## config.mk

```make
export PLATFORM = sky130hd
export DESIGN_NAME = itsa_cfg
export DESIGN_NICKNAME = d
export VERILOG_FILES = /design/src/rtl/assert_macros.svh /design/src/rtl/itsa_pkg.sv /design/src/rtl/itsa_cfg.sv
export SDC_FILE = /design/constraint.sdc
export NUM_CORES = 1
export LEC_CHECK = 0
export BUFFER_PORTS_ARGS = -buffer_cell sky130_fd_sc_hd__buf_2
export CORE_UTILIZATION = 35
export DETAILED_ROUTE_END_ITERATION = 8
export GPL_TIMING_DRIVEN = 0
export PLACE_DENSITY = 0.85
export SLEW_MARGIN = 20
export SYNTH_ARGS = -nofsm -noshare
export SYNTH_HDL_FRONTEND = slang
export SYNTH_SLANG_ARGS = --single-unit
```

## constraint.sdc

```tcl
create_clock -name clk -period 2.25 [get_ports clk]
set_clock_uncertainty 0.2 [all_clocks]
set_input_delay 0.45 -clock clk [delete_from_list [all_inputs] [get_ports clk]]
set_output_delay 0.45 -clock clk [all_outputs]
set_load 0.01 [all_outputs]
```

## src/rtl/assert_macros.svh

```systemverilog
// concurrent assertion helpers, clocked on clk, using rst from the enclosing scope
`ifndef ASSERT_MACROS_SVH
`define ASSERT_MACROS_SVH

// checked only while out of reset
`define ASSERT_RST(name, prop) \
  name: assert property (@(posedge clk) disable iff (rst) prop) \
    else $error("assertion failed");

// checked on every edge, reset included
`define ASSERT_ALWAYS(name, prop) \
  name: assert property (@(posedge clk) prop) \
    else $error("assertion failed");

`endif

```

## src/rtl/itsa_pkg.sv

```systemverilog
`timescale 1ns / 1ps
package itsa_pkg;

  localparam int ENTRIES = 1024;
  localparam int ADDR_W  = $clog2(ENTRIES);
  localparam int INDEX_W = 16;
  localparam int RANGE_W = INDEX_W + 1;
  localparam int VALUE_W = 64;
  localparam int FOUND_W = 10;
  localparam int CFG_W   = 10;
  localparam int PADDR_W = 3;
  localparam int PDATA_W = 32;

  localparam logic [CFG_W-1:0] FIRST_ALLOC_RESET = CFG_W'(16);

  // register number taken from paddr above the byte offset
  localparam logic [PADDR_W-3:0] REG_FIRST_ALLOC = '0;

  typedef enum logic [1:0] {
    MODE_SET    = 2'd0,
    MODE_GET    = 2'd1,
    MODE_SEARCH = 2'd2,
    MODE_ALLOC  = 2'd3
  } mode_t;

  typedef enum logic [2:0] {
    ST_CLEAR,
    ST_IDLE,
    ST_EXEC,
    ST_RD_WAIT,
    ST_SCAN,
    ST_FINISH
  } state_t;

endpackage

```

## src/rtl/itsa_cfg.sv

```systemverilog
`timescale 1ns / 1ps
module itsa_cfg (
  input  logic                          clk,
  input  logic                          rst,
  input  logic                          psel,
  input  logic                          penable,
  input  logic                          pwrite,
  input  logic [itsa_pkg::PADDR_W-1:0]  paddr,
  input  logic [itsa_pkg::PDATA_W-1:0]  pwdata,
  output logic [itsa_pkg::PDATA_W-1:0]  prdata,
  output logic                          pready,
  output logic [itsa_pkg::CFG_W-1:0]    first_alloc
);

  logic hit;
  logic wr;

  assign hit    = paddr[itsa_pkg::PADDR_W-1:2] == itsa_pkg::REG_FIRST_ALLOC;
  assign wr     = psel && penable && pwrite && hit;
  assign pready = 1'b1;
  assign prdata = hit ? itsa_pkg::PDATA_W'(first_alloc) : '0;

  always_ff @(posedge clk) begin
    if (rst) begin
      first_alloc <= itsa_pkg::FIRST_ALLOC_RESET;
    end else if (wr) begin
      first_alloc <= pwdata[itsa_pkg::CFG_W-1:0];
    end
  end

endmodule

```

==> results of run 1 <==
-- critical path: cells and delay by family --
| family | cells | cell delay [ps] |
|---|---|---|
| buffers and inverters | 3 | 620 |
| AND/OR/NAND/NOR | 1 | 100 |
-- synthesized netlist by cell type (all sizes together) --
cell	instances	area, um^2
nor2b	10	62.56
nor2	2	7.510
nand2b	18	112.6
mux2i	10	100.1
buf	24	183.9
conb	2	7.510
clkbuf	3	11.26
dfxtp	10	200.2
and4b	1	10.01
-- where the power goes --
group	switching (mW)	leakage [nW]	internal (mW)
combinational	0.0453	0.457	0.0526
clock	0.0629	0.0210	0.0982
sequential	0.00254	0.0810	0.181
-- metrics by stage --
stage	util [%]	power, mW	cell area [um^2]	hold slack [ps]	worst slack (ps)
after floorplan	-	0.2605	774.5	300.2	765.6
after global placement	54.17	0.2824	975.9	265.3	443.2
after detailed placement	54.17	0.2844	975.9	272.1	405.3
after CTS	56.18	0.4453	1012	235.7	408.1
after global routing	56.18	0.4667	1012	237.6	373.3
final	56.18	0.4424	1012	241.5	433.5
-- worst max-delay path by stage --
| stage | start | endpoint | slack [ps] |
|---|---|---|---|
| final | paddr[2] | prdata[1] | 430 |
| after global routing | paddr[2] | prdata[1] | 370 |
| after CTS | paddr[2] | prdata[1] | 410 |
| after detailed placement | paddr[2] | prdata[1] | 410 |
| after global placement | paddr[2] | prdata[4] | 440 |
| after floorplan | paddr[2] | prdata[0] | 770 |
-- cells by family after synthesis --
kind of cell | share of synthesized area, %
AND/OR/NAND/NOR | 27.70
multiplexers | 14.39
flip-flops | 28.78
buffers and inverters | 28.06
other | 1.080
-- layout make-up --
| type | instances | share of cell area (%) |
|---|---|---|
| timing repair buffer | 34 | 16.81 |
| clock buffer | 4 | 3.585 |
| multi-input combinational | 64 | 37.45 |
| buffer | 27 | 19.28 |
| tap | 25 | 3.090 |
| sequential | 10 | 19.78 |
-- metal layers --
layer	routed length (um)	GRT usage, %	up-vias
li1	-	-	317
met5	0	0	-
met1	566	13.21	254
met3	142	2.745	0
met2	663	21.94	40
met4	0	5.294	0
==> flow_metrics.tcl, run 1 <==
set metrics [dict create \
    clkSlewWorstSetupHoldPaths_ps 70 \
    ctsHoldBuffers 0 \
    rsz_0062_raised_after_global_routing "no" \
    critical_path.max_fanout 10 \
    final.period_utilization_pct 80.73 \
    postSynthCellCount 80 \
    design.die.area_um2 2170 \
    timing.max_cap.violations 0 \
    report.final.hold_viol_count 0 \
    number_of_global_route_vias_before_repair 462 \
    synth_cell_types 10 \
    mostFrequentLayoutCell "sky130_fd_sc_hd__buf_2" \
    hold_class "primary input to register" \
    worst_vdd_rail_ir_drop_mv 0.2442 \
    core.rowCount 15 \
    grt.total_usage_pct 12.14 \
    crit_chain "buf_2 -> clkbuf_1 -> nor2b_1 -> buf_2" \
    cts_setup_buffers 0 \
    outcome "finished, final reports clean" \
    max_reg_flops 10 \
    ctsLongestPathBuffers 2 \
    slowest_delay_ps 380 \
    critical_path.endpoint_type "output pin" \
    depth_of_the_worst_register_to_register_path 2 \
    htree_levels 1 \
    route.detailed.wl_per_inst_um 8.366 \
    worst_skew_pair.late_latency_ps 260 \
    drt_iter0_drc 3 \
    cp_slowest_cell "sky130_fd_sc_hd__clkbuf_1" \
    finalNonFillerCells 164 \
    hold_path_end "first_alloc[6]$_SDFFE_PP0P_" \
    number_of_antenna_violations_at_the_first_check_in_global_routing 0 \
    register_area_um2 200.2 \
    drt_wl_total_um 1372 \
    dieHeight_um 46.58 \
    timing.setup.critical_path_class "primary input to output pin" \
    fmax_mhz 550.5 \
    layout_top_registers "first_alloc: 10 flops" \
    globalRoute.totalOverflow 0 \
    synth.ff_latch_count 10 \
    tritoncts "yes" \
    placedCellCount 160 \
    route.vias.total 611 \
    static-leakage-power_nw 0.5593 \
    power_density_nw_per_um2 437.0 \
    synth-seq-area-share_pct 28.78 \
    holdPathStages 3 \
    n_antenna_cell 0 \
    yosysWarningCount 0 \
    largest-register "first_alloc" \
    ctsResizeCount 0 \
    drtPass1Iterations 2 \
    cts_inserted_buffers 3 \
    dp.final_hpwl_um 1095 \
    timing.critical_path.required_ps 1600 \
    number_of_nets_at_the_end_of_the_flow 180 \
    routed_antenna_nets 0 \
    clock_sinks 10 \
    die_w_um 46.58 \
    period_minus_slack_ps 1816 \
    timing.critical_path.from_type "primary input" \
    area_of_combinational_cells_with_multiple_inputs_um2 379.1 \
    io_buffers 34 \
    synth.cell_area_um2 695.7 \
    cts-root-buf "sky130_fd_sc_hd__clkbuf_4" \
    commonest_non_fill_non_tap_cells_in_the_layout "sky130_fd_sc_hd__buf_2, sky130_fd_sc_hd__buf_4, sky130_fd_sc_hd__conb_1, sky130_fd_sc_hd__nand2b_1" \
    top_level_ports 83 \
    path_common_cell "sky130_fd_sc_hd__buf_2" \
    initial_utilization_pct 38.61 \
    hp_start "pwdata[6]" \
    num-fill-cells 180 \
    setup_violations 0 \
    final_max_slew_viol_count 0 \
    area_delta_synth_final_pct 45.50 \
    drive_above_1_share_pct 44.60 \
    first_pass_grt_wire_length_um 1856 \
    rrSetupSlack_ps 1430 \
    post-route-drc-count 0 \
    route.detailed.vias_per_inst 3.726 \
    worst_r2r_endpoint "first_alloc[1]$_SDFFE_PP0P_" \
    gpl.final_weighted_congestion 0.6548 \
    critPathArrivalTime_ps 1170 \
    syn_avg_cell_area_um2 8.696 \
    design.core.area_um2 1802 \
    worst_r2r_startpoint "first_alloc[1]$_SDFFE_PP0P_" \
    setup_total_negative_slack_ps 0 \
    grt_max_degree 11 \
]
Note: power is estimated with default switching activity, not from simulation.
==> run 2, diff against run 1 <==
--- a/config.mk
+++ b/config.mk
@@ -6,10 +6,10 @@
 export NUM_CORES = 1
 export LEC_CHECK = 0
 export BUFFER_PORTS_ARGS = -buffer_cell sky130_fd_sc_hd__buf_2
-export CORE_UTILIZATION = 35
+export CORE_UTILIZATION = 29
 export DETAILED_ROUTE_END_ITERATION = 8
 export GPL_TIMING_DRIVEN = 0
-export PLACE_DENSITY = 0.85
+export PLACE_DENSITY = 0.75
 export SLEW_MARGIN = 20
 export SYNTH_ARGS = -nofsm -noshare
 export SYNTH_HDL_FRONTEND = slang
==> constraint.sdc (replaced) <==
create_clock -name clk -period 1.67 [get_ports clk]
set_clock_uncertainty 0.2 [all_clocks]
set_input_delay 0.334 -clock clk [delete_from_list [all_inputs] [get_ports clk]]
set_output_delay 0.334 -clock clk [all_outputs]
set_load 0.01 [all_outputs]
==> flow_metrics.tcl, run 2 (synthesis gave the netlist of run 1 again) <==
set metrics [dict create \
    final.period_utilization_pct 93.30 \
    htree_levels 1 \
    first_pass_grt_wire_length_um 2083 \
    slowest_delay_ps 350 \
    final_max_slew_viol_count 0 \
    static-leakage-power_nw 0.5521 \
    grt.total_usage_pct 10.69 \
    max_reg_flops 10 \
    worst_r2r_endpoint "first_alloc[4]$_SDFFE_PP1P_" \
    route.detailed.vias_per_inst 3.657 \
    number_of_global_route_vias_before_repair 494 \
    post-route-drc-count 0 \
    worst_r2r_startpoint "first_alloc[4]$_SDFFE_PP1P_" \
    tritoncts "yes" \
    cp_slowest_cell "sky130_fd_sc_hd__clkbuf_1" \
    holdPathStages 3 \
    report.final.hold_viol_count 0 \
    setup_total_negative_slack_ps 0 \
    largest-register "first_alloc" \
    outcome "finished, final reports clean" \
    design.core.area_um2 2233 \
    n_antenna_cell 0 \
    initial_utilization_pct 31.15 \
    commonest_non_fill_non_tap_cells_in_the_layout "sky130_fd_sc_hd__buf_2, sky130_fd_sc_hd__buf_4, sky130_fd_sc_hd__conb_1, sky130_fd_sc_hd__nand2b_1" \
    die_w_um 50.98 \
    timing.max_cap.violations 0 \
    depth_of_the_worst_register_to_register_path 2 \
    fmax_mhz 641.8 \
    critPathArrivalTime_ps 1020 \
    clock_sinks 10 \
    gpl.final_weighted_congestion 0.6771 \
    cts_setup_buffers 0 \
    io_buffers 34 \
    gr-usage-met1_pct 11.63 \
    path_buf_inv 3 \
    number_of_nets_at_the_end_of_the_flow 180 \
    drive_above_1_share_pct 44.20 \
    rrSetupSlack_ps 870 \
    timing.setup.critical_path_class "primary input to output pin" \
    drt_wl_total_um 1367 \
    ctsHoldBuffers 0 \
    met2_usage_pct 20.83 \
    grtUsageMet3_pct 1.786 \
    path_common_cell "sky130_fd_sc_hd__buf_2" \
    ctsResizeCount 0 \
    timing.critical_path.required_ps 1140 \
    rsz_0062_raised_after_global_routing "no" \
    number_of_antenna_violations_at_the_first_check_in_global_routing 0 \
    cts_inserted_buffers 3 \
    worst_path_dominant_cell_family "buffers and inverters" \
    routed_antenna_nets 0 \
    layout_top_registers "first_alloc: 10 flops" \
    worst_skew_pair.late_latency_ps 250 \
    grt_max_degree 11 \
    timing.critical_path.from_type "primary input" \
    drt_iter0_drc 4 \
    area_delta_synth_final_pct 44.06 \
    hold_path_end "first_alloc[8]$_SDFFE_PP0P_" \
    timing.hold.ws_ps 137.0 \
    design.die.area_um2 2599 \
    route.vias.total 607 \
    num-fill-cells 229 \
    drtPass1Iterations 3 \
    hold_class "primary input to register" \
    period_minus_slack_ps 1558 \
    top_level_ports 83 \
    critical_path.endpoint_type "output pin" \
    core.rowCount 17 \
    globalRoute.totalOverflow 0 \
    hp_start "pwdata[8]" \
    crit_chain "buf_2 -> clkbuf_1 -> nor2b_1 -> buf_2" \
    route.detailed.wl_per_inst_um 8.235 \
    power_density_nw_per_um2 528.5 \
    worst_vdd_rail_ir_drop_mv 0.4251 \
    busiest_layer_in_global_routing "met2" \
    ctsLongestPathBuffers 2 \
    setup_violations 0 \
    critical_path.max_fanout 10 \
    dieHeight_um 50.98 \
    cts-root-buf "sky130_fd_sc_hd__clkbuf_4" \
    clkSlewWorstSetupHoldPaths_ps 60 \
    mostFrequentLayoutCell "sky130_fd_sc_hd__buf_2" \
]
==> run 2: changes by cell type in the layout (fill, tap and decap cells not counted), sizes merged <==
cell and change:
clkbuf -1
==> run 2: worst max-delay path by stage <==
stage	cells after the start	slack [ps]	endpoint	startpoint
floorplan	2	420	prdata[0]	paddr[2]
global placement	4	100	prdata[2]	paddr[2]
detailed placement	4	90	prdata[1]	paddr[2]
CTS	4	90	prdata[1]	paddr[2]
global route	4	5	prdata[6]	paddr[2]
finish	4	110	prdata[1]	paddr[2]
==> run 2: metal layers <==
metal | part of all wire (%) | routed length, um
met1 | 41 | 567
met2 | 51 | 703
met3 | 7.0 | 96
met4 | 0 | 0
met5 | 0 | 0
==> run 2: area by class of cell <==
cell class / instances / area [um^2] / share of cell area (%)
plain buffers: 27 / 195.2 / 19.48
flip-flops and latches: 10 / 200.2 / 19.98
multi-input cells: 64 / 379.1 / 37.83
well taps: 28 / 35.03 / 3.496
repair buffers: 34 / 170.2 / 16.98
clock buffers: 3 / 22.52 / 2.247
==> run 2: stage by stage <==
stage / util, % / total power [mW] / setup slack, ps / instance area, um^2 / instances
floorplan: - / 0.3510 / 417.6 / 774.5 / 101
global placement: 43.87 / 0.3810 / 101.8 / 979.7 / 163
detailed placement: 43.87 / 0.3831 / 89.88 / 979.7 / 163
CTS: 44.87 / 0.5364 / 89.88 / 1002 / 166
global route: 44.87 / 0.5681 / 4.502 / 1002 / 166
finish: 44.87 / 0.5297 / 111.9 / 1002 / 166
==> run 2: where the power goes <==
group / leakage, nW / switching (mW) / total (mW) / internal [mW]
logic: 0.457 / 0.0604 / 0.131 / 0.0708
registers: 0.0810 / 0.00336 / 0.247 / 0.244
clock network: 0.0138 / 0.0686 / 0.151 / 0.0825
total: 0.552 / 0.132 / 0.530 / 0.397
==> run 2: worst register-to-register path, stage by stage, from the launching register on <==
cell                      delay [ps]
sky130_fd_sc_hd__dfxtp_1         310
sky130_fd_sc_hd__nor2_1          100
sky130_fd_sc_hd__mux2i_1          80
