`src/rtl/assert_macros.svh`:
```
// concurrent assertion helpers, clocked on clk, using rst from the enclosing scope
`ifndef ASSERT_MACROS_SVH
`define ASSERT_MACROS_SVH

// checked only while out of reset
`define ASSERT_RST(name, prop) \
  name: assert property (@(posedge clk) disable iff (rst) prop) \
    else $error("assertion failed");

// checked on every edge, reset included
`define ASSERT_ALWAYS(name, prop) \
  name: assert property (@(posedge clk) prop) \
    else $error("assertion failed");

`endif

```
`src/rtl/itsa_pkg.sv`:
```
`timescale 1ns / 1ps
package itsa_pkg;

  localparam int ENTRIES = 1024;
  localparam int ADDR_W  = $clog2(ENTRIES);
  localparam int INDEX_W = 16;
  localparam int RANGE_W = INDEX_W + 1;
  localparam int VALUE_W = 64;
  localparam int FOUND_W = 10;
  localparam int CFG_W   = 10;
  localparam int PADDR_W = 3;
  localparam int PDATA_W = 32;

  localparam logic [CFG_W-1:0] FIRST_ALLOC_RESET = CFG_W'(16);

  // register number taken from paddr above the byte offset
  localparam logic [PADDR_W-3:0] REG_FIRST_ALLOC = '0;

  typedef enum logic [1:0] {
    MODE_SET    = 2'd0,
    MODE_GET    = 2'd1,
    MODE_SEARCH = 2'd2,
    MODE_ALLOC  = 2'd3
  } mode_t;

  typedef enum logic [2:0] {
    ST_CLEAR,
    ST_IDLE,
    ST_EXEC,
    ST_RD_WAIT,
    ST_SCAN,
    ST_FINISH
  } state_t;

endpackage

```
`src/rtl/itsa_ifs.sv`:
```
`timescale 1ns / 1ps
interface itsa_cmd_if;
  logic                          valid;
  logic                          ready;
  logic [1:0]                    mode;
  logic [itsa_pkg::INDEX_W-1:0]  index;
  logic [itsa_pkg::VALUE_W-1:0]  value;

  modport source (output valid, mode, index, value, input ready);
  modport sink (input valid, mode, index, value, output ready);
endinterface

interface itsa_rsp_if;
  logic                          valid;
  logic                          ready;
  logic                          status;
  logic [itsa_pkg::VALUE_W-1:0]  read_value;
  logic [itsa_pkg::FOUND_W-1:0]  found_index;

  modport source (output valid, status, read_value, found_index, input ready);
  modport sink (input valid, status, read_value, found_index, output ready);
endinterface

```
`src/rtl/itsa_ctrl.sv`:
```
`timescale 1ns / 1ps
`include "assert_macros.svh"
module itsa_ctrl (
  input  logic                          clk,
  input  logic                          rst,
  itsa_cmd_if.sink                      cmd,
  itsa_rsp_if.source                    rsp,
  input  logic [itsa_pkg::CFG_W-1:0]    first_alloc,
  output logic                          ram_we,
  output logic [itsa_pkg::ADDR_W-1:0]   ram_waddr,
  output logic [itsa_pkg::VALUE_W-1:0]  ram_wdata,
  output logic [itsa_pkg::ADDR_W-1:0]   ram_raddr,
  input  logic [itsa_pkg::VALUE_W-1:0]  ram_rdata
);

  localparam logic [itsa_pkg::ADDR_W-1:0] LAST = itsa_pkg::ADDR_W'(itsa_pkg::ENTRIES - 1);

  itsa_pkg::state_t state, state_next;

  logic [itsa_pkg::ADDR_W-1:0]  clr_cnt;
  logic [1:0]                   op_mode;
  logic [itsa_pkg::INDEX_W-1:0] op_index;
  logic [itsa_pkg::VALUE_W-1:0] op_value;
  logic [itsa_pkg::ADDR_W-1:0]  scan_addr, scan_addr_next;
  logic [itsa_pkg::ADDR_W-1:0]  cmp_addr;
  logic                         cmp_valid;

  logic                         res_status, res_status_next;
  logic [itsa_pkg::VALUE_W-1:0] res_read, res_read_next;
  logic [itsa_pkg::FOUND_W-1:0] res_found, res_found_next;

  logic                         out_valid, out_valid_next;
  logic                         out_status;
  logic [itsa_pkg::VALUE_W-1:0] out_read;
  logic [itsa_pkg::FOUND_W-1:0] out_found;
  logic                         out_load;

  itsa_pkg::mode_t              mode;
  logic                         idx_in_range;
  logic                         set_ok;
  logic [itsa_pkg::CFG_W-1:0]   alloc_start;
  logic                         alloc_ok;
  logic [itsa_pkg::VALUE_W-1:0] key;
  logic                         hit;
  logic                         at_last;
  logic                         cmd_accept;

  assign mode         = itsa_pkg::mode_t'(op_mode);
  assign idx_in_range = {1'b0, op_index} < itsa_pkg::RANGE_W'(itsa_pkg::ENTRIES);
  assign set_ok       = idx_in_range && (op_index != '0);
  // a boundary of zero behaves as one
  assign alloc_start  = (first_alloc == '0) ? itsa_pkg::CFG_W'(1) : first_alloc;
  assign alloc_ok     = itsa_pkg::RANGE_W'(alloc_start) < itsa_pkg::RANGE_W'(itsa_pkg::ENTRIES);
  assign key          = (mode == itsa_pkg::MODE_SEARCH) ? op_value : '0;
  assign hit          = cmp_valid && (ram_rdata == key);
  assign at_last      = cmp_addr == LAST;
  assign cmd_accept   = cmd.valid && cmd.ready;

  // next state
  always_comb begin
    state_next = state;
    unique case (state)
      itsa_pkg::ST_CLEAR: begin
        if (clr_cnt == LAST) begin
          state_next = itsa_pkg::ST_IDLE;
        end
      end
      itsa_pkg::ST_IDLE: begin
        if (cmd.valid) begin
          state_next = itsa_pkg::ST_EXEC;
        end
      end
      itsa_pkg::ST_EXEC: begin
        unique case (mode)
          itsa_pkg::MODE_SET:    state_next = itsa_pkg::ST_FINISH;
          itsa_pkg::MODE_GET:    state_next = idx_in_range ? itsa_pkg::ST_RD_WAIT
                                                           : itsa_pkg::ST_FINISH;
          itsa_pkg::MODE_SEARCH: state_next = (op_value != '0) ? itsa_pkg::ST_SCAN
                                                               : itsa_pkg::ST_FINISH;
          itsa_pkg::MODE_ALLOC:  state_next = alloc_ok ? itsa_pkg::ST_SCAN
                                                       : itsa_pkg::ST_FINISH;
          default:               state_next = itsa_pkg::ST_FINISH;
        endcase
      end
      itsa_pkg::ST_RD_WAIT: begin
        state_next = itsa_pkg::ST_FINISH;
      end
      itsa_pkg::ST_SCAN: begin
        if (hit || (cmp_valid && at_last)) begin
          state_next = itsa_pkg::ST_FINISH;
        end
      end
      itsa_pkg::ST_FINISH: begin
        if (!out_valid || rsp.ready) begin
          state_next = itsa_pkg::ST_IDLE;
        end
      end
      default: state_next = itsa_pkg::ST_CLEAR;
    endcase
  end

  // outputs and datapath controls
  always_comb begin
    cmd.ready       = 1'b0;
    ram_we          = 1'b0;
    ram_waddr       = clr_cnt;
    ram_wdata       = '0;
    ram_raddr       = scan_addr;
    scan_addr_next  = scan_addr;
    res_status_next = res_status;
    res_read_next   = res_read;
    res_found_next  = res_found;
    out_load        = 1'b0;
    unique case (state)
      itsa_pkg::ST_CLEAR: begin
        ram_we = 1'b1;
      end
      itsa_pkg::ST_IDLE: begin
        cmd.ready = 1'b1;
      end
      itsa_pkg::ST_EXEC: begin
        res_status_next = (mode == itsa_pkg::MODE_SET) && !set_ok;
        res_read_next   = '0;
        res_found_next  = '0;
        ram_waddr       = op_index[itsa_pkg::ADDR_W-1:0];
        ram_wdata       = op_value;
        ram_we          = (mode == itsa_pkg::MODE_SET) && set_ok;
        ram_raddr       = op_index[itsa_pkg::ADDR_W-1:0];
        scan_addr_next  = (mode == itsa_pkg::MODE_SEARCH) ? itsa_pkg::ADDR_W'(1)
                                                          : itsa_pkg::ADDR_W'(alloc_start);
      end
      itsa_pkg::ST_RD_WAIT: begin
        res_read_next = ram_rdata;
      end
      itsa_pkg::ST_SCAN: begin
        scan_addr_next = scan_addr + 1'b1;
        if (hit) begin
          res_found_next = itsa_pkg::FOUND_W'(cmp_addr);
        end
      end
      itsa_pkg::ST_FINISH: begin
        out_load = !out_valid || rsp.ready;
      end
      default: begin
        cmd.ready = 1'b0;
      end
    endcase
  end

  always_comb begin
    if (out_load) begin
      out_valid_next = 1'b1;
    end else if (rsp.ready) begin
      out_valid_next = 1'b0;
    end else begin
      out_valid_next = out_valid;
    end
  end

  always_ff @(posedge clk) begin
    if (rst) begin
      state     <= itsa_pkg::ST_CLEAR;
      clr_cnt   <= '0;
      cmp_valid <= 1'b0;
      out_valid <= 1'b0;
    end else begin
      state     <= state_next;
      clr_cnt   <= (state == itsa_pkg::ST_CLEAR) ? clr_cnt + 1'b1 : clr_cnt;
      // read data comes back in the cycle after the scan address is presented
      cmp_valid <= state == itsa_pkg::ST_SCAN;
      out_valid <= out_valid_next;
    end
  end

  always_ff @(posedge clk) begin
    if (cmd_accept) begin
      op_mode  <= cmd.mode;
      op_index <= cmd.index;
      op_value <= cmd.value;
    end
    scan_addr  <= scan_addr_next;
    cmp_addr   <= scan_addr;
    res_status <= res_status_next;
    res_read   <= res_read_next;
    res_found  <= res_found_next;
    if (out_load) begin
      out_status <= res_status;
      out_read   <= res_read;
      out_found  <= res_found;
    end
  end

  assign rsp.valid       = out_valid;
  assign rsp.status      = out_status;
  assign rsp.read_value  = out_read;
  assign rsp.found_index = out_found;

  `ASSERT_ALWAYS(a_clear_after_reset, $fell(rst) |-> state == itsa_pkg::ST_CLEAR)
  `ASSERT_RST(a_no_write_entry0, (ram_we && state != itsa_pkg::ST_CLEAR) |-> ram_waddr != '0)
  `ASSERT_RST(a_scan_lag, (state == itsa_pkg::ST_SCAN && cmp_valid) |-> itsa_pkg::ADDR_W'(cmp_addr + 1'b1) == scan_addr)
  `ASSERT_RST(a_rsp_from_finish, $rose(out_valid) |-> $past(state == itsa_pkg::ST_FINISH))

endmodule

```
`src/flat_wrapper.sv`:
```
// flat-port wrapper written by rule: the top's interface ports become plain ports
module itsa_ctrl_flat 
  (clk, rst, first_alloc, ram_we, ram_waddr, ram_wdata, ram_raddr, ram_rdata, cmd_valid, cmd_mode, cmd_index, cmd_value, cmd_ready, rsp_valid, rsp_status, rsp_read_value, rsp_found_index, rsp_ready);
  itsa_cmd_if cmd_i ();
  itsa_rsp_if rsp_i ();
  input  logic clk;
  input  logic rst;
  input  logic [itsa_pkg::CFG_W-1:0] first_alloc;
  output logic ram_we;
  output logic [itsa_pkg::ADDR_W-1:0] ram_waddr;
  output logic [itsa_pkg::VALUE_W-1:0] ram_wdata;
  output logic [itsa_pkg::ADDR_W-1:0] ram_raddr;
  input  logic [itsa_pkg::VALUE_W-1:0] ram_rdata;
  input wire logic [$bits(cmd_i.valid)-1:0] cmd_valid;
  input wire logic [$bits(cmd_i.mode)-1:0] cmd_mode;
  input wire logic [$bits(cmd_i.index)-1:0] cmd_index;
  input wire logic [$bits(cmd_i.value)-1:0] cmd_value;
  output wire logic [$bits(cmd_i.ready)-1:0] cmd_ready;
  output wire logic [$bits(rsp_i.valid)-1:0] rsp_valid;
  output wire logic [$bits(rsp_i.status)-1:0] rsp_status;
  output wire logic [$bits(rsp_i.read_value)-1:0] rsp_read_value;
  output wire logic [$bits(rsp_i.found_index)-1:0] rsp_found_index;
  input wire logic [$bits(rsp_i.ready)-1:0] rsp_ready;
  assign cmd_i.valid = cmd_valid;
  assign cmd_i.mode = cmd_mode;
  assign cmd_i.index = cmd_index;
  assign cmd_i.value = cmd_value;
  assign cmd_ready = cmd_i.ready;
  assign rsp_valid = rsp_i.valid;
  assign rsp_status = rsp_i.status;
  assign rsp_read_value = rsp_i.read_value;
  assign rsp_found_index = rsp_i.found_index;
  assign rsp_i.ready = rsp_ready;
  itsa_ctrl u_core (.clk(clk), .rst(rst), .cmd(cmd_i), .rsp(rsp_i), .first_alloc(first_alloc), .ram_we(ram_we), .ram_waddr(ram_waddr), .ram_wdata(ram_wdata), .ram_raddr(ram_raddr), .ram_rdata(ram_rdata));
endmodule
```
`config.mk`:
```
export PLATFORM = sky130hd
export DESIGN_NAME = itsa_ctrl_flat
export DESIGN_NICKNAME = d
export VERILOG_FILES = /design/src/rtl/itsa_pkg.sv /design/src/rtl/itsa_ifs.sv /design/src/rtl/itsa_ctrl.sv /design/src/flat_wrapper.sv
export VERILOG_INCLUDE_DIRS = /design/src /design/src/rtl
export SDC_FILE = /design/constraint.sdc
export NUM_CORES = 1
export LEC_CHECK = 0
export BUFFER_PORTS_ARGS = -buffer_cell sky130_fd_sc_hd__buf_2
export CAP_MARGIN = 30
export CORE_ASPECT_RATIO = 1.75
export CORE_MARGIN = 1
export CORE_UTILIZATION = 55
export CTS_BUF_LIST = sky130_fd_sc_hd__clkbuf_4 sky130_fd_sc_hd__clkbuf_8 sky130_fd_sc_hd__clkbuf_16
export DETAILED_ROUTE_END_ITERATION = 7
export PLACE_DENSITY = 0.84
export SETUP_SLACK_MARGIN = 0.15
export SKIP_CTS_REPAIR_TIMING = 1
export SLEW_MARGIN = 20
export SYNTH_ARGS = -nofsm -noshare
export SYNTH_HDL_FRONTEND = slang
export SYNTH_SLANG_ARGS = --single-unit
```
`constraint.sdc`:
```
create_clock -name clk -period 16.2 [get_ports clk]
set_input_delay 2.43 -clock clk [delete_from_list [all_inputs] [get_ports clk]]
set_output_delay 2.43 -clock clk [all_outputs]
set_load 0.01 [all_outputs]
```
==> impl_metrics.env, run 1 <==
export IMPL_die_area_sq_um=20600
export IMPL_synthSimpleGateAreaFrac=0.181
export IMPL_cts_root_buffer_cell="clkbuf_16"
export IMPL_n_fill_cell=1329
export IMPL_ys_types=49
export IMPL_powerDensity_nw_per_um2=103
export IMPL_hpwlAfterDp_um=23500
export IMPL_ir_drop_mv=0.111
export IMPL_synth_xor_area_frac=0.0231
export IMPL_fp_dieW_um=109
export IMPL_netlist_instances=838
export IMPL_synth_compound_area_frac=0.0594
export IMPL_layout_common_cells="321 x buf_2, 242 x edfxtp_1, 78 x nand2_1, 68 x and3_1, 65 x nor2_1"
export IMPL_finalNetCount=1321
export IMPL_clkSlewWorstSetupHoldPaths_ns=0.07
export IMPL_syn_cell_area_sq_um=11000
export IMPL_layout_setup_ws_ns=11.15
export IMPL_initial_core_util=0.560
export IMPL_syn_area_per_cell_sq_um=13.1
export IMPL_cp_max_fo=36
export IMPL_synthesis_nets=1000
export IMPL_synth_fa_ha_area_frac=0.00227
export IMPL_hold_start="u_core.res_found[6]"
export IMPL_setup_violations=0
export IMPL_p_int_mw=1.14
export IMPL_drive_gt1_frac=0.323
export IMPL_hold_violations=0
export IMPL_synth_edf_count=242
export IMPL_cts_buffers=24
export IMPL_hold_end="u_core.rsp.found_index[6]"
export IMPL_pwr_share_seq=0.523
export IMPL_crit_type="reg -> out"
export IMPL_cp_start_kind="flop"
export IMPL_clock_latency_ns=0.53
export IMPL_required_ns=13.77
export IMPL_slew_headroom=0.385
export IMPL_io_pins=322
export IMPL_cts_sinks=267
export IMPL_synth_top_family_by_area="simple AND/OR/NAND/NOR gates"
export IMPL_cpPeakStageDelay_ns=0.49
export IMPL_synth_top_cell_area_share=0.661
export IMPL_h_tree_depth=1
export IMPL_synth_warnings=0
export IMPL_grt_max_degree=100
export IMPL_status="finished, final reports clean"
export IMPL_drcViolationCount=0
export IMPL_core_sq_um=19700
export IMPL_switching_share=0.196
export IMPL_cp_cell_sequence="nand2b_1, clkinv_2, nand2b_1, buf_4, nand2_1, nand2_1, buf_2"
export IMPL_ant_nets=0
export IMPL_placed_area_sq_um=12900
export IMPL_pwr_share_comb=0.031
export IMPL_io_buffers=321
export IMPL_layout_commonest_cell="buf_2"
export IMPL_total_power_mw=1.42
export IMPL_ys_ff_latch=267
export IMPL_power_leakage_nw=5.85
export IMPL_post_synth_top_area_cell="edfxtp_1"
export IMPL_clock_path_buffers=3
export IMPL_synthFlopType="edfxtp_1"
export IMPL_rsz0062_at_grt="no"
export IMPL_cts_tree="yes"
export IMPL_r2r_end="u_core.res_found[8]"
export IMPL_yosysSeqAreaShare=0.706
export IMPL_first_pass_iters=7
export IMPL_antenna_found_initial=11
export IMPL_via_per_inst=5.78
export IMPL_grt_pass1_wl_um=45900
export IMPL_finClkSkew_ns=0.0221
export IMPL_syn_to_final_growth_pct=25.6
export IMPL_finalCritPeriodShare=0.312
export IMPL_r2r_slack_ns=12.81
export IMPL_yosys_top_cells_area="edfxtp_1 66%, dfxtp_1 4.5%, and3_1 3.9%, and2_1 3.3%, nand2_1 2.7%"
export IMPL_routed_via_count=8277
export IMPL_cp_end_kind="output port"
export IMPL_gp_congestion=0.965
export IMPL_period_needed_ns=5.05
export IMPL_multi_input_area_sq_um=2950
export IMPL_fmax_mhz=198
export IMPL_finalWirelength_um=31700
export IMPL_power_share_clock=0.446
export IMPL_final_core_util=0.703
export IMPL_place_ws_ns=11.16
export IMPL_tns_ns=0
export IMPL_maxCapViolations=0
export IMPL_regArea_sq_um=7770
export IMPL_cp_top_family="buffers and inverters"
export IMPL_routedWlPerCell_um=22.2
export IMPL_finalNonFillerCells=1431
export IMPL_track_usage=0.305
export IMPL_async_flop_share=0
export IMPL_grt_pass1_vias=8207
export IMPL_power_switching_uw=279
export IMPL_drv_slew=0
export IMPL_holdPathStages=0
export IMPL_reg2regPathDepth=8
export IMPL_rows=68
export IMPL_hold_path_class="reg -> reg"
export IMPL_r2r_start="u_core.mode[1]"
export IMPL_cp_slowest_cell="dfxtp_1"
export IMPL_muxShareOfSynthArea=0.000910
export IMPL_timing_hold_ws_ns=0.416
export IMPL_drt_initial_drc_count=734
export IMPL_cp_data_arrival_time_ns=2.62
export IMPL_place_inst=1376
export IMPL_overflow=0
export IMPL_cp_num_buf_inv=3
export IMPL_worst_pin_slew_ns=0.919
export IMPL_fin_area_sq_um=13800
export IMPL_die_h_um=189
-- power groups by stage --
stage          clock (mW)  sequential [mW]  combinational, mW
6_report            0.635            0.744             0.0435
5_1_grt             0.665            0.744             0.0465
4_1_cts             0.639            0.744             0.0427
3_5_place_dp            0            0.759             0.0424
3_3_place_gp            0            0.759             0.0416
2_1_floorplan           0            0.759             0.0118
-- synthesized netlist by cell type (16+ instances only) --
library cell	n
o21ai_0	16
inv_1	38
xnor2_1	18
nor2_1	66
nor4_1	21
nand2_1	78
and2_1	58
edfxtp_1	242
clkbuf_1	27
nand3_1	17
dfxtp_1	25
and3_1	68
-- worst max path at each step --
stage                          from             end  slack (ns)  depth (start not counted)
floorplan                 cmd_valid  u_core.mode[0]        7.47                          2
global placement    u_core.state[1]    ram_raddr[3]       11.28                          8
detailed placement  u_core.state[1]    ram_raddr[3]       11.16                          8
CTS                 u_core.state[1]    ram_raddr[3]       10.61                          8
global route        u_core.state[2]    ram_waddr[8]       11.01                          7
finish              u_core.state[2]    ram_waddr[8]       11.15                          7
-- flip-flops by register name, summed over array words and instances, names as in the netlist, 10 cells and up --
signal                  cells
u_core.clr_cnt             10
u_core.cmp_addr            10
u_core.op_index            16
u_core.op_value            64
u_core.res_found           10
u_core.res_read            64
u_core.rsp.found_index     10
u_core.rsp.read_value      64
u_core.scan_addr           10
-- cell type report --
cell class,instances,area share
Antenna cell,9,0.00163
Sequential cell,267,0.562
Tap cell,245,0.0222
Inverter,38,0.0104
Clock inverter,19,0.0192
Timing Repair Buffer,332,0.126
Clock buffer,25,0.0453
Multi-Input combinational cell,496,0.213
-- cells by family after synthesis --
| family | Yosys count |
|---|---|
| buffers and inverters | 75 |
| flip-flops | 267 |
| multiplexers | 1 |
| AO/OA/AOI/OAI | 94 |
| XOR/XNOR | 29 |
| AND/OR/NAND/NOR | 370 |
| adder cells (fa/ha/maj) | 2 |
-- layer usage --
layer | track usage | routed length (um) | vias up
met2 | 0.535 | 16600 | 495
met1 | 0.336 | 10600 | 3915
met4 | 0.183 | 1870 | 4
li1 | - | - | 3758
met5 | 0 | 22 | -
met3 | 0.0547 | 2580 | 105
Power figures use the tool's default switching activity.
==> run 2, diff against run 1 <==
- ABC_AREA: default -> 1
- CORE_UTILIZATION: 55 -> 52
- PLACE_DENSITY: 0.84 -> 0.8
- clock period: 16.2 -> 5.2 ns (I/O delays scaled with it)
==> impl_metrics.env, run 2 <==
export IMPL_slew_headroom=0.386
export IMPL_fmax_mhz=304
export IMPL_crit_type="reg -> reg"
export IMPL_die_area_sq_um=22300
export IMPL_ys_ff_latch=267
export IMPL_overflow=0
export IMPL_routed_via_count=9019
export IMPL_period_needed_ns=3.29
export IMPL_multi_input_area_sq_um=2670
export IMPL_final_core_util=0.668
export IMPL_routedWlPerCell_um=19.1
export IMPL_rsz0062_at_grt="no"
export IMPL_finalNonFillerCells=1669
export IMPL_tns_ns=0
export IMPL_hold_violations=0
export IMPL_io_pins=322
export IMPL_regArea_sq_um=7770
export IMPL_synthesis_nets=1233
export IMPL_cp_start_kind="flop"
export IMPL_layout_commonest_cell="buf_2"
export IMPL_setup_violations=0
export IMPL_gp_congestion=0.925
export IMPL_grt_pass1_vias=8785
export IMPL_fp_dieW_um=113
export IMPL_hold_path_class="reg -> reg"
export IMPL_timing_hold_ws_ns=0.397
export IMPL_cpPeakStageDelay_ns=0.57
export IMPL_drive_gt1_frac=0.273
export IMPL_drcViolationCount=0
export IMPL_synthFlopType="edfxtp_1"
export IMPL_synth_warnings=0
export IMPL_power_leakage_nw=6.27
export IMPL_ant_nets=0
export IMPL_place_inst=1618
export IMPL_required_ns=5.42
export IMPL_initial_core_util=0.535
export IMPL_cp_cell_sequence="inv_2, nand2_2, o21ai_0, nand4_1, nor2_1, nand2_1, nor2_1, nand3_1, o21ai_0, buf_4"
export IMPL_clock_path_buffers=3
export IMPL_antenna_found_initial=10
export IMPL_syn_cell_area_sq_um=11300
export IMPL_drt_initial_drc_count=668
export IMPL_die_h_um=197
export IMPL_cts_sinks=267
export IMPL_clkSlewWorstSetupHoldPaths_ns=0.07
export IMPL_synth_top_cell_area_share=0.646
export IMPL_synth_edf_count=242
export IMPL_syn_to_final_growth_pct=24.8
export IMPL_grt_max_degree=76
export IMPL_reg2regPathDepth=10
export IMPL_netlist_instances=1071
export IMPL_cp_data_arrival_time_ns=3.52
export IMPL_cts_root_buffer_cell="clkbuf_16"
export IMPL_ys_types=32
export IMPL_yosysSeqAreaShare=0.690
export IMPL_track_usage=0.284
export IMPL_finalCritPeriodShare=0.633
export IMPL_via_per_inst=5.40
export IMPL_holdPathStages=0
export IMPL_ir_drop_mv=0.306
export IMPL_hpwlAfterDp_um=22900
export IMPL_rows=70
export IMPL_io_buffers=321
export IMPL_finalNetCount=1556
export IMPL_async_flop_share=0
export IMPL_powerDensity_nw_per_um2=400
export IMPL_status="finished, final reports clean"
export IMPL_grt_pass1_wl_um=47300
export IMPL_cts_tree="yes"
export IMPL_synth_most_common_cell="edfxtp_1"
export IMPL_yosys_top_cells_area="edfxtp_1 65%, nor2_1 6.9%, inv_1 6.0%, nand2_1 4.5%, dfxtp_1 4.4%"
export IMPL_finalWirelength_um=32000
export IMPL_core_sq_um=21000
export IMPL_worst_pin_slew_ns=0.921
export IMPL_cp_slowest_cell="nand2_2"
export IMPL_cts_buffers=24
export IMPL_clock_latency_ns=0.52
export IMPL_cp_end_kind="flop"
export IMPL_layout_common_cells="321 x buf_2, 242 x edfxtp_1, 204 x nor2_1, 181 x inv_1, 134 x nand2_1"
export IMPL_post_synth_top_area_cell="edfxtp_1"
export IMPL_synth_commonest_cells="242 x edfxtp_1, 207 x nor2_1, 181 x inv_1"
export IMPL_first_pass_iters=6
export IMPL_finClkSkew_ns=0.0134
export IMPL_syn_area_per_cell_sq_um=10.5
export IMPL_h_tree_depth=1
export IMPL_maxCapViolations=0
export IMPL_drv_slew=0
export IMPL_n_fill_cell=1618
export IMPL_cp_max_fo=36
==> run 2: final timing paths <==
kind | start | to | slack (ns)
min reg2reg | u_core.scan_addr[3] | u_core.cmp_addr[3] | 0.40
min | u_core.scan_addr[3] | u_core.cmp_addr[3] | 0.40
max | u_core.mode[0] | u_core.res_found[0] | 1.91
max reg2reg | u_core.mode[0] | u_core.res_found[0] | 1.91
==> run 2: area by class of cell <==
type	instances	area share
Inverter	184	0.0492
Clock buffer	32	0.0492
Timing Repair Buffer	331	0.123
Sequential cell	267	0.553
Tap cell	252	0.0224
Clock inverter	12	0.0126
Multi-Input combinational cell	586	0.190
Antenna cell	5	0.000891
==> run 2: report_power, final <==
group | switching (mW) | total (mW) | internal, mW | leakage, nW
Combinational | 0.635 | 0.922 | 0.287 | 3.43
Clock | 0.779 | 1.92 | 1.14 | 0.416
Sequential | 0.151 | 2.78 | 2.63 | 2.43
Total | 1.56 | 5.62 | 4.05 | 6.27
==> run 2: metrics by stage <==
| stage | area (sq um) | power [mW] | setup WS, ns |
|---|---|---|---|
| after floorplan | 11300 | 3.33 | 0.467 |
| after global placement | 13100 | 3.70 | 2.06 |
| after detailed placement | 13100 | 3.72 | 1.85 |
| after CTS | 14000 | 5.63 | 1.84 |
| after global routing | 14000 | 5.84 | 1.61 |
| final | 14000 | 5.62 | 1.91 |
==> run 2: cells by family (layout without fill, tap and decap cells) <==
logic type / Yosys count / in the layout / synth area share
and+or+nand+nor: 487 / 487 / 0.184
DFF: 267 / 267 / 0.690
buffers and inverters: 218 / 559 / 0.0753
AOI/OAI and AO/OA: 90 / 90 / 0.0425
xor gates and xnor gates: 7 / 7 / 0.00545
adders and majority gates: 2 / 2 / 0.00222
other: 0 / 5 / 0
==> run 2: critical path: cells and delay by family, from the launching register on <==
kind,cells,cell delay (ns)
flops,1,0.46
simple gates,6,1.28
compound gates,2,0.57
buf+inv,2,0.67
==> run 2: metal layers <==
| metal | wire (um) | up-vias | GRT usage |
|---|---|---|---|
| li1 | - | 4214 | - |
| met4 | 1920 | 8 | 0.169 |
| met1 | 10600 | 4179 | 0.304 |
| met5 | 46 | - | 0 |
| met3 | 2610 | 115 | 0.0563 |
| met2 | 16800 | 503 | 0.514 |
==> run 3, diff against run 2 <==
- CORE_UTILIZATION: 52 -> 47
- PLACE_DENSITY: 0.8 -> 0.76
- clock period: 5.2 -> 3 ns (I/O delays scaled with it)
==> impl_metrics.env, run 3 (synthesized netlist as in run 2, its figures left out) <==
export IMPL_layout_commonest_cell="buf_2"
export IMPL_fmax_mhz=370
export IMPL_fp_dieW_um=119
export IMPL_hpwlAfterDp_um=23600
export IMPL_core_sq_um=23400
export IMPL_cts_sinks=267
export IMPL_hold_violations=0
export IMPL_rsz0062_at_grt="no"
export IMPL_grt_pass1_vias=8776
export IMPL_crit_start="u_core.state[0]"
export IMPL_cp_max_fo=72
export IMPL_grt_max_degree=76
export IMPL_ir_drop_mv=0.497
export IMPL_slew_headroom=0.373
export IMPL_cp_end_kind="output port"
export IMPL_track_usage=0.259
export IMPL_setup_violations=0
export IMPL_endpoint="ram_waddr[4]"
export IMPL_total_power_mw=9.54
export IMPL_crit_type="reg -> out"
export IMPL_first_pass_iters=5
export IMPL_finalWirelength_um=32300
export IMPL_die_h_um=207
export IMPL_r2r_end="u_core.res_found[5]"
export IMPL_initial_core_util=0.480
export IMPL_layout_common_cells="321 x buf_2, 242 x edfxtp_1, 204 x nor2_1, 181 x inv_1, 134 x nand2_1"
export IMPL_routedWlPerCell_um=18.6
export IMPL_power_leakage_nw=6.28
export IMPL_worst_pin_slew_ns=0.941
export IMPL_r2r_start="u_core.mode[0]"
export IMPL_required_ns=2.55
export IMPL_powerDensity_nw_per_um2=677
export IMPL_grt_pass1_wl_um=47500
export IMPL_drt_initial_drc_count=940
export IMPL_overflow=0
export IMPL_cts_buffers=24
export IMPL_io_buffers=321
export IMPL_reg2regPathDepth=13
export IMPL_io_pins=322
export IMPL_ant_nets=0
export IMPL_status="finished, final reports clean"
export IMPL_cts_tree="yes"
export IMPL_cp_start_kind="flop"
export IMPL_via_per_inst=5.20
export IMPL_rows=74
export IMPL_finalCritPeriodShare=0.900
export IMPL_tns_ns=0
export IMPL_die_area_sq_um=24600
export IMPL_hold_path_class="in -> reg"
export IMPL_r2r_slack_ns=0.44
export IMPL_h_tree_depth=1
export IMPL_drv_slew=0
export IMPL_gp_congestion=0.898
export IMPL_routed_via_count=9029
export IMPL_finClkSkew_ns=0.0200
export IMPL_drcViolationCount=0
export IMPL_finalNetCount=1562
export IMPL_cts_root_buffer_cell="clkbuf_16"
export IMPL_maxCapViolations=0
export IMPL_clkSlewWorstSetupHoldPaths_ns=0.07
export IMPL_antenna_found_initial=16
export IMPL_syn_to_final_growth_pct=25.3
export IMPL_clock_path_buffers=3
export IMPL_clock_latency_ns=0.54
export IMPL_drive_gt1_frac=0.275
export IMPL_period_needed_ns=2.70
export IMPL_cp_data_arrival_time_ns=2.25
[run 3: stage by stage]
| step | hold WS (ns) | area [sq um] | utilization | cells | setup slack (ns) |
|---|---|---|---|---|---|
| after floorplan | 0.348 | 11300 | - | 1071 | 0.221 |
| after global placement | 0.374 | 13300 | 0.566 | 1678 | 0.430 |
| after detailed placement | 0.383 | 13300 | 0.566 | 1678 | 0.340 |
| after CTS | 0.0571 | 14100 | 0.600 | 1722 | 0.191 |
| after global routing | 0.0690 | 14100 | 0.602 | 1733 | 0.163 |
| final | 0.0797 | 14100 | 0.602 | 1735 | 0.299 |
[run 3: critical path, stage by stage, from the launching register on]
cell and delay [ns]:
dfxtp_1 0.41, inv_1 0.09, nand2_2 0.10, buf_4 0.66, nand2_1 0.15, nand2_1 0.13, buf_2 0.14
[run 3: worst min path at each step]
stage                                to                start  cells after the start  slack [ns]
floorplan            u_core.cmp_addr[3]  u_core.scan_addr[3]                      0        0.35
global placement     u_core.cmp_addr[3]  u_core.scan_addr[3]                      0        0.37
detailed placement   u_core.cmp_addr[4]  u_core.scan_addr[4]                      0        0.38
CTS                  u_core.op_value[1]         cmd_value[1]                      1        0.06
global route        u_core.op_value[28]        cmd_value[28]                      1        0.07
finish              u_core.op_value[28]        cmd_value[28]                      1        0.08
[run 3: routing by layer]
| layer | up-vias | wire length [um] | track usage | part of all wire |
|---|---|---|---|---|
| li1 | 4236 | - | - | - |
| met5 | - | 56 | 0 | 0.0017 |
| met4 | 8 | 1670 | 0.155 | 0.052 |
| met3 | 101 | 2180 | 0.0478 | 0.067 |
| met2 | 444 | 17200 | 0.472 | 0.53 |
| met1 | 4240 | 11200 | 0.279 | 0.35 |
[run 3: cell type report]
class / instances / area (sq um)
antenna: 13 / 32.5
clock buffer: 26 / 616
clock inverter: 18 / 181
fill: 1970 / 9330
inverter: 184 / 694
multi-input combinational: 586 / 2670
sequential: 267 / 7770
tap: 304 / 380
timing repair buffer: 337 / 1760
[run 3: power breakdown]
group | total, mW | internal (mW) | switching, mW
registers | 4.81 | 4.56 | 0.256
clock network | 3.12 | 1.75 | 1.36
logic | 1.61 | 0.504 | 1.11
total | 9.54 | 6.81 | 2.73
